<file path="config.mk">
export PLATFORM = sky130hd
export DESIGN_NAME = impq_ram
export DESIGN_NICKNAME = d
export VERILOG_FILES = /design/src/rtl/impq_ram.sv
export SDC_FILE = /design/constraint.sdc
export NUM_CORES = 1
export LEC_CHECK = 0
export BUFFER_PORTS_ARGS = -buffer_cell sky130_fd_sc_hd__buf_2
export CORE_MARGIN = 1.5
export CORE_UTILIZATION = 60
export DETAILED_ROUTE_END_ITERATION = 12
export PLACE_DENSITY = 0.81
export SLEW_MARGIN = 20
export SYNTH_ARGS = -nofsm -noshare
export SYNTH_HDL_FRONTEND = slang
export SYNTH_SLANG_ARGS = --single-unit
</file>
<file path="constraint.sdc">
create_clock -name clk -period 2.15 [get_ports clk]
set_input_delay 0.43 -clock clk [delete_from_list [all_inputs] [get_ports clk]]
set_output_delay 0.43 -clock clk [all_outputs]
set_load 0.02 [all_outputs]
</file>
<file path="src/rtl/impq_ram.sv">
// Generic single-write, single-read synchronous RAM, registered read.
// No dependencies.
module impq_ram #(
    parameter int WIDTH = 8,
    parameter int DEPTH = 16
) (
    input  logic                     clk,
    input  logic                     we,
    input  logic [$clog2(DEPTH)-1:0] waddr,
    input  logic [WIDTH-1:0]         wdata,
    input  logic [$clog2(DEPTH)-1:0] raddr,
    output logic [WIDTH-1:0]         rdata
);

    logic [WIDTH-1:0] mem [DEPTH];

    always_ff @(posedge clk)
    begin
        if (we)
        begin
            mem[waddr] <= wdata;
        end
        rdata <= mem[raddr];
    end

endmodule

</file>
==> out/qor.yml, run 1 <==
status: "finished clean"
hold_path.class: "input port to flop"
max-slew-margin-rel: 0.643
gp_congestion: 0.736
finalNonFillerCells: 407
synthXorXnorAreaFrac: 0
syn_inst: 229
start_kind: "flop"
crit_slowest_cell: "dfxtp_1"
viasPerCell: 6.32
grt_first_pass_wirelength_microns: 15400
dr.pass1.iters: 4
post_drt_wl_per_cell_microns: 25.2
critical_path_required_ns: 1.72
antennaDiodeCount: 0
clk_pin_slew_ns: 0.06
rows: 33
htree_levels: 4
dieHeight_microns: 95.6
synth-adder-area-share: 0
worst_pin_slew_ns: 0.535
io_pins: 26
arrival_ns: 1.05
max_stage_delay_ns: 0.36
grt_max_degree: 26
die-area_sq_um: 9140
yosys_warnings: 0
drcViolationCount: 0
crit_family: "flip-flops"
rsz0062_at_grt: "no"
grt_usage: 0.256
p_per_area_nw_per_um2: 1000
drive_gt1_frac: 0.334
hold_violations: 0
die_w_microns: 95.6
dpl.hpwl_microns: 6170
fin_worst_skew_ns: 0.00742
fmax_ghz: 0.677
postCtsSetupRepairBufs: 0
stdcell_area_sq_um: 6130
antenna_found_initial: 0
critical_path.n_buffers_inverters: 1
synth_top_family_by_area: "multiplexers"
yosys.cell_types.count: 19
cts_resized: 0
post_dp_cell_area_sq_um: 5540
finalMaxSlewViolations: 0
start_util: 0.623
area_growth_pct: 19.1
ys_seq_area_frac: 0.778
synth_nets: 247
vias: 2573
avgSynthCellArea_sq_um: 22.5
min_period_over_period: 0.687
r2r_start: "mem[2][1]"
clk_latency_ns: 0.51
finalWirelength_microns: 10300
path_max_fanout: 1
crit_type: "flop to primary output"
synth_compound_area_frac: 0.0233
netlist_area_sq_um: 5150
cp_cell_sequence: "buf_2"
fillCellCount: 461
place_inst: 375
ir_drop_uv: 534
setup_viol: 0
synthSimpleGateAreaFrac: 0.0318
cts_root_buf: "clkbuf_8"
ant_nets: 0
crit_start: "rdata[0]"
utilization: 0.742
port-buffer-count: 25
grt_pass1_vias: 2656
synth.mux.area_fraction: 0.150
hp-start: "wdata[6]"
leakage_nw: 2.12
cts_buffers: 17
ys_ff_latch: 136
ctsHoldBuffers: 0
final_nets: 307
setup_tns_ns: 0
core-area_sq_um: 8260
grt_overflow_total: 0
clock-sinks: 136
drt-initial-drc-count: 239
maxCapViolations: 0
fin_crit_ns: 1.48
worst_setup_path_end_kind: "primary output"
clockBufferDepth: 2
cts_tree: "built"
synthesized netlist by cell type:
cell type	n	area share
nand2b_1	2	0.0024
buf_4	1	0.0015
nand2_1	9	0.0066
nand3b_1	2	0.0029
mux4_1	14	0.071
mux4_2	18	0.079
edfxtp_1	128	0.75
nand3_1	1	0.00097
and2b_1	1	0.0015
and2_1	1	0.0012
dfxtp_1	8	0.031
or3b_2	1	0.0017
a22oi_1	16	0.023
nor2b_1	1	0.0012
nor2_1	13	0.0095
buf_2	3	0.0029
clkdlybuf4s25_2	3	0.0058
buf_6	3	0.0066
nor3_1	4	0.0039
final cells by class:
class / count / area (sq um) / share of cell area
Clock buffer: 18 / 418 / 0.0682
Clock inverter: 14 / 173 / 0.0282
Multi-Input combinational cell: 83 / 1060 / 0.173
Sequential cell: 136 / 4000 / 0.653
Tap cell: 105 / 131 / 0.0214
Timing Repair Buffer: 51 / 345 / 0.0563
metrics by stage:
stage          power (mW)  hold WS [ns]  worst slack, ns
2_1_floorplan        3.20         0.529            0.227
3_3_place_gp         3.32         0.651            0.328
3_5_place_dp         3.33         0.663            0.287
4_1_cts              6.17         0.283            0.633
5_1_grt              6.31         0.283            0.622
6_report             6.14         0.297            0.672
placed cells by master (no fill, tap or decap):
| master | count |
|---|---|
| mux4_2 | 18 |
| nand2b_1 | 2 |
| nand3_1 | 1 |
| nand3b_1 | 2 |
| nand2_1 | 9 |
| and2_1 | 1 |
| mux4_1 | 14 |
| clkbuf_8 | 1 |
| and2b_1 | 1 |
| a22oi_1 | 16 |
| edfxtp_1 | 128 |
| nor3_1 | 4 |
| clkinvlp_4 | 5 |
| or3b_2 | 1 |
| bufinv_16 | 3 |
| clkinv_4 | 2 |
| nor2_1 | 13 |
| inv_6 | 2 |
| clkbuf_1 | 1 |
| buf_12 | 2 |
| clkinv_2 | 2 |
| nor2b_1 | 1 |
| clkbuf_16 | 16 |
| buf_4 | 24 |
| buf_2 | 25 |
| dfxtp_1 | 8 |
state kept, by name, summed over array words and instances (netlist names):
register / cells
mem: 128
rdata: 8
path summary, 6_finish.rpt:
check | to | slack [ns] | cells past startpoint
worst max-delay path | rdata[0] | 0.67 | 1
worst min-delay path | mem[5][6] | 0.30 | 1
worst max register to register | rdata[1] | 0.75 | 3
worst min register to register | rdata[4] | 0.68 | 3
report_power, final:
group	total [mW]	internal [mW]	switching, mW
Combinational	0.299	0.124	0.175
Sequential	2.98	2.96	0.0193
Clock	2.86	1.77	1.09
Total	6.14	4.86	1.28
logic make-up after synthesis:
group / count (synthesis)
and+or+nand+nor: 35
DFF: 136
AOI/OAI and AO/OA: 16
muxes: 32
buffers and inverters: 10
per-layer routing:
metal	share of wire	global-route usage	vias up
li1	-	-	1094
met1	0.41	0.350	1340
met2	0.51	0.402	121
met3	0.060	0.0718	18
met4	0.016	0.0895	0
met5	0	0	-
(Power assumes the default switching activity.)
==> inputs of run 2 (changes only) <==
clock period = 1.45 ns   (was 2.15 ns; I/O delays follow)
==> run 2 against run 1 <==
  * Via count is 1.6% lower
  * Final area up 1.4%
  * Register-to-register slack got worse by 0.68 ns
  * Critical path type is now flop to flop
==> out/qor.yml, run 2 (same netlist as run 1, synthesis figures left out) <==
status: "finished clean"
viasPerCell: 6.25
maxCapViolations: 0
postCtsSetupRepairBufs: 0
multi_input_area_sq_um: 1080
final_nets: 305
io_pins: 26
start_kind: "flop"
setup_viol: 0
cts_buffers: 17
ir_drop_uv: 861
post_drt_wl_per_cell_microns: 25.1
finalPower_mw: 9.50
finalWirelength_microns: 10100
r2r-end: "rdata[1]"
clock-sinks: 136
critical_path_required_ns: 1.85
crit_slowest_cell: "mux4_1"
antenna_found_initial: 0
finalMaxSlewViolations: 0
reg_top3: "mem (128), rdata (8)"
min_period_over_period: 0.955
worst_pin_slew_ns: 0.714
vias: 2533
max_stage_delay_ns: 0.55
hold_violations: 0
grt_overflow_total: 0
crit_type: "flop to flop"
p_per_area_nw_per_um2: 1530
fmax_ghz: 0.722
clockBufferDepth: 2
finalNonFillerCells: 405
max-slew-margin-rel: 0.523
worst_setup_path_end_kind: "flop"
grt_max_degree: 18
rsz0062_at_grt: "no"
regMostFlops: "mem"
arrival_ns: 1.79
clk_pin_slew_ns: 0.06
grt_pass1_vias: 2567
holdPathStages: 1
r2r_start: "mem[1][1]"
rows: 33
area_growth_pct: 20.7
fillCellCount: 427
dr.pass1.iters: 4
port-buffer-count: 25
cp_cell_sequence: "mux4_1 -> a22oi_2 -> nand2_1"
hp-start: "wdata[2]"
utilization: 0.752
grt_usage: 0.255
htree_levels: 4
fin_crit_ns: 1.38
worstHoldEndpoint: "mem[12][2]"
drive_gt1_frac: 0.340
die-area_sq_um: 9140
ant_nets: 0
ff2ff_setup_slack_ns: 0.07
die_w_microns: 95.6
dieHeight_microns: 95.6
final_cell_mix: "edfxtp_1, buf_2, buf_4"
place_inst: 373
drcViolationCount: 0
drt-initial-drc-count: 228
dpl.hpwl_microns: 6140
core-area_sq_um: 8260
reg2reg_depth: 3
hold_path.class: "input port to flop"
cts_tree: "built"
start_util: 0.623
largest_reg_flops: 128
cts_root_buf: "clkbuf_8"
path_max_fanout: 1
antennaDiodeCount: 0
grt_first_pass_wirelength_microns: 15400
leakage_nw: 2.15
clk_latency_ns: 0.51
gp_congestion: 0.716
fin_worst_skew_ns: 0.00446
seqCellArea_sq_um: 4000
final_common_cell: "edfxtp_1"
## run 2: cell types whose count changed in the layout (fill, tap and decap cells not counted), sizes merged
cell,previous run,this run
inv,2,1
buf,51,49
clkinv,4,2
clkbuf,18,21
clkinvlp,5,3
bufinv,3,5
## run 2: metal layers
layer | vias to the layer above | routed length, microns | track usage
met5 | - | 0 | 0
met4 | 0 | 178 | 0.103
met3 | 17 | 837 | 0.0837
met2 | 116 | 5050 | 0.382
met1 | 1313 | 4080 | 0.352
li1 | 1087 | - | -
## run 2: stage by stage
stage	cell area (sq um)	setup slack, ns	setup TNS, ns	hold slack (ns)
2_1_floorplan	5160	-0.106	-3.26	0.389
3_3_place_gp	5560	-0.247	-3.42	0.651
3_5_place_dp	5560	-0.278	-4.00	0.664
4_1_cts	6210	0.0492	0	0.125
5_1_grt	6210	0.0126	0	0.139
6_report	6210	0.0651	0	0.145
## run 2: worst max path at each step
stage	startpoint	to	depth (start not counted)
floorplan	waddr[2]	mem[3][0]	2
global placement	raddr[0]	rdata[3]	5
detailed placement	raddr[0]	rdata[1]	5
CTS	mem[1][1]	rdata[1]	3
global route	mem[1][1]	rdata[1]	3
finish	mem[1][1]	rdata[1]	3
## run 2: final cells by class
type,instances,area share
clock buffer,21,0.0723
timing repair buffer,49,0.0572
sequential,136,0.645
clock inverter,11,0.0314
tap,105,0.0211
multi-input combinational,83,0.173
## run 2: what timing repair did
| action | in CTS | in global routing |
|---|---|---|
| hold buffers | 0 | 0 |
| setup endpoints to repair | 1 | 0 |
| resized for setup | 1 | 0 |
## run 2: worst max-delay path: cells and delay by family, from the launching register on
kind / cells / cell delay (ns)
AO/OA/AOI/OAI: 1 / 0.27
flip-flops: 1 / 0.37
AND/OR/NAND/NOR: 1 / 0.08
multiplexers: 1 / 0.55
## run 2: where the power goes
| part | switching [mW] | internal [mW] | leakage (nW) |
|---|---|---|---|
| combinational | 0.263 | 0.194 | 0.617 |
| clock | 1.55 | 3.06 | 0.305 |
| sequential | 0.0308 | 4.40 | 1.22 |
| total | 1.84 | 7.65 | 2.15 |
==> inputs of run 3 (changes only) <==
clock period = 1.3 ns   (was 1.45 ns; I/O delays follow)
==> run 3 against run 2 <==
  * The run now ends with setup timing left
  * Clock skew increased by 0.0012 ns
  * Global-route usage decreased by 0.42 points
  * Combinational power increased by 27%
  * Clock-buffer cell count decreased by 3
  * Register-to-register slack got worse by 0.097 ns
  * Cell count increased by 2.0%
  * First-iteration DRC count increased by 25%
  * Hold slack got worse by 0.012 ns
  * Highest routed layer unchanged
  * Clock power about the same
  * Critical path depth unchanged
==> out/qor.yml, run 3 (same netlist as run 1, synthesis figures left out) <==
status: "finished with violations"
violations: "setup timing"
drive_gt1_frac: 0.448
clk_latency_ns: 0.51
hold_violations: 0
hold_slack_ns: 0.134
final_common_cell: "edfxtp_1"
setup_viol: 1
p_per_area_nw_per_um2: 1610
post_drt_wl_per_cell_microns: 24.5
fmax_ghz: 0.751
clockBufferDepth: 2
start_kind: "flop"
start_util: 0.623
worstHoldEndpoint: "mem[11][7]"
area_growth_pct: 22.4
largest_reg_flops: 128
dpl_worst_slack_ns: -0.388
worst_pin_slew_ns: 0.858
reg_top3: "mem (128), rdata (8)"
core-area_sq_um: 8260
max-slew-margin-rel: 0.427
clk_pin_slew_ns: 0.06
grt_usage: 0.251
grt_overflow_total: 0
grt_max_degree: 20
drt-initial-drc-count: 285
ir_drop_uv: 1210
finalMaxSlewViolations: 0
maxCapViolations: 0
multi_input_area_sq_um: 1090
grtUsageMet2: 0.402
path_max_fanout: 1
fin_crit_ns: 1.33
setup_tns_ns: -0.0318
fin_ws_ns: -0.0318
rows: 33
grt-busiest-layer: "met2"
fin_worst_skew_ns: 0.00569
finalWirelength_microns: 10100
hp-start: "wdata[7]"
cts_root_buf: "clkbuf_8"
use_met1: 0.336
r2r-end: "rdata[3]"
reg2reg_depth: 3
antennaDiodeCount: 0
htree_levels: 4
dr.pass1.iters: 4
crit_type: "flop to flop"
port-buffer-count: 25
final_cell_mix: "edfxtp_1, mux4_2, buf_4"
hold_path.class: "input port to flop"
viasPerCell: 6.02
finalPower_mw: 10.2
antenna_found_initial: 0
r2r_start: "mem[2][3]"
regMostFlops: "mem"
ant_nets: 0
seqCellArea_sq_um: 4010
critical_path_required_ns: 1.69
vias: 2486
grt_pass1_vias: 2590
ctsHoldBuffers: 0
holdPathStages: 1
met3_usage: 0.0654
final_nets: 313
cts_buffers: 17
die_w_microns: 95.6
dpl.hpwl_microns: 6360
ff2ff_setup_slack_ns: -0.03
fillCellCount: 448
die-area_sq_um: 9140
clock-sinks: 136
grt_first_pass_wirelength_microns: 15100
crit_start: "mem[2][3]"
io_pins: 26
gp_congestion: 0.813
worst_setup_path_end_kind: "flop"
arrival_ns: 1.72
min_period_over_period: 1.02
rsz0062_at_grt: "yes"
postCtsSetupRepairBufs: 0
drcViolationCount: 0
dieHeight_microns: 95.6
leakage_nw: 2.13
utilization: 0.763
cts_tree: "built"
run 3: critical path, cell delays in order (launching register included):
cell	delay, ns
edfxtp_1	0.39
mux4_2	0.49
a22oi_2	0.24
nand2_1	0.09
run 3: how the worst max path moves through the flow:
stage / endpoint / cells past startpoint / slack, ns
6_report: rdata[3] / 3 / -0.03
5_1_grt: rdata[3] / 3 / -0.04
4_1_cts: rdata[6] / 1 / 0.001
3_5_place_dp: rdata[3] / 5 / -0.39
3_3_place_gp: rdata[3] / 5 / -0.35
2_1_floorplan: mem[0][0] / 2 / -0.06
run 3: through the flow:
stage,cells,instance area (sq um)
after floorplan,229,5180
after global placement,381,5650
after detailed placement,381,5650
after CTS,413,6270
after global routing,413,6300
final,413,6300
run 3: power breakdown:
part           switching (mW)  leakage, nW  internal, mW  total, mW
clock                    1.85        0.284          2.79       4.64
combinational           0.316        0.626         0.266      0.582
sequential             0.0385         1.22          4.90       4.94
run 3: layout make-up:
class                   instances  share of cell area
multi-input cells              83               0.172
well taps                     105              0.0209
clock buffers                  18              0.0663
repair buffers                 57              0.0779
flip-flops and latches        136               0.636
clock inverters                14              0.0264
run 3: timing repair:
item / 4_1_cts / 5_1_grt
gates resized for setup: 9 / 15
pin swaps: 0 / 2
endpoints found under the setup margin: 8 / 14
run 3: metal layers:
metal / part of all wire / wire (microns)
met5: 0 / 0
met4: 0.0073 / 74
met3: 0.057 / 577
met2: 0.51 / 5190
met1: 0.42 / 4280
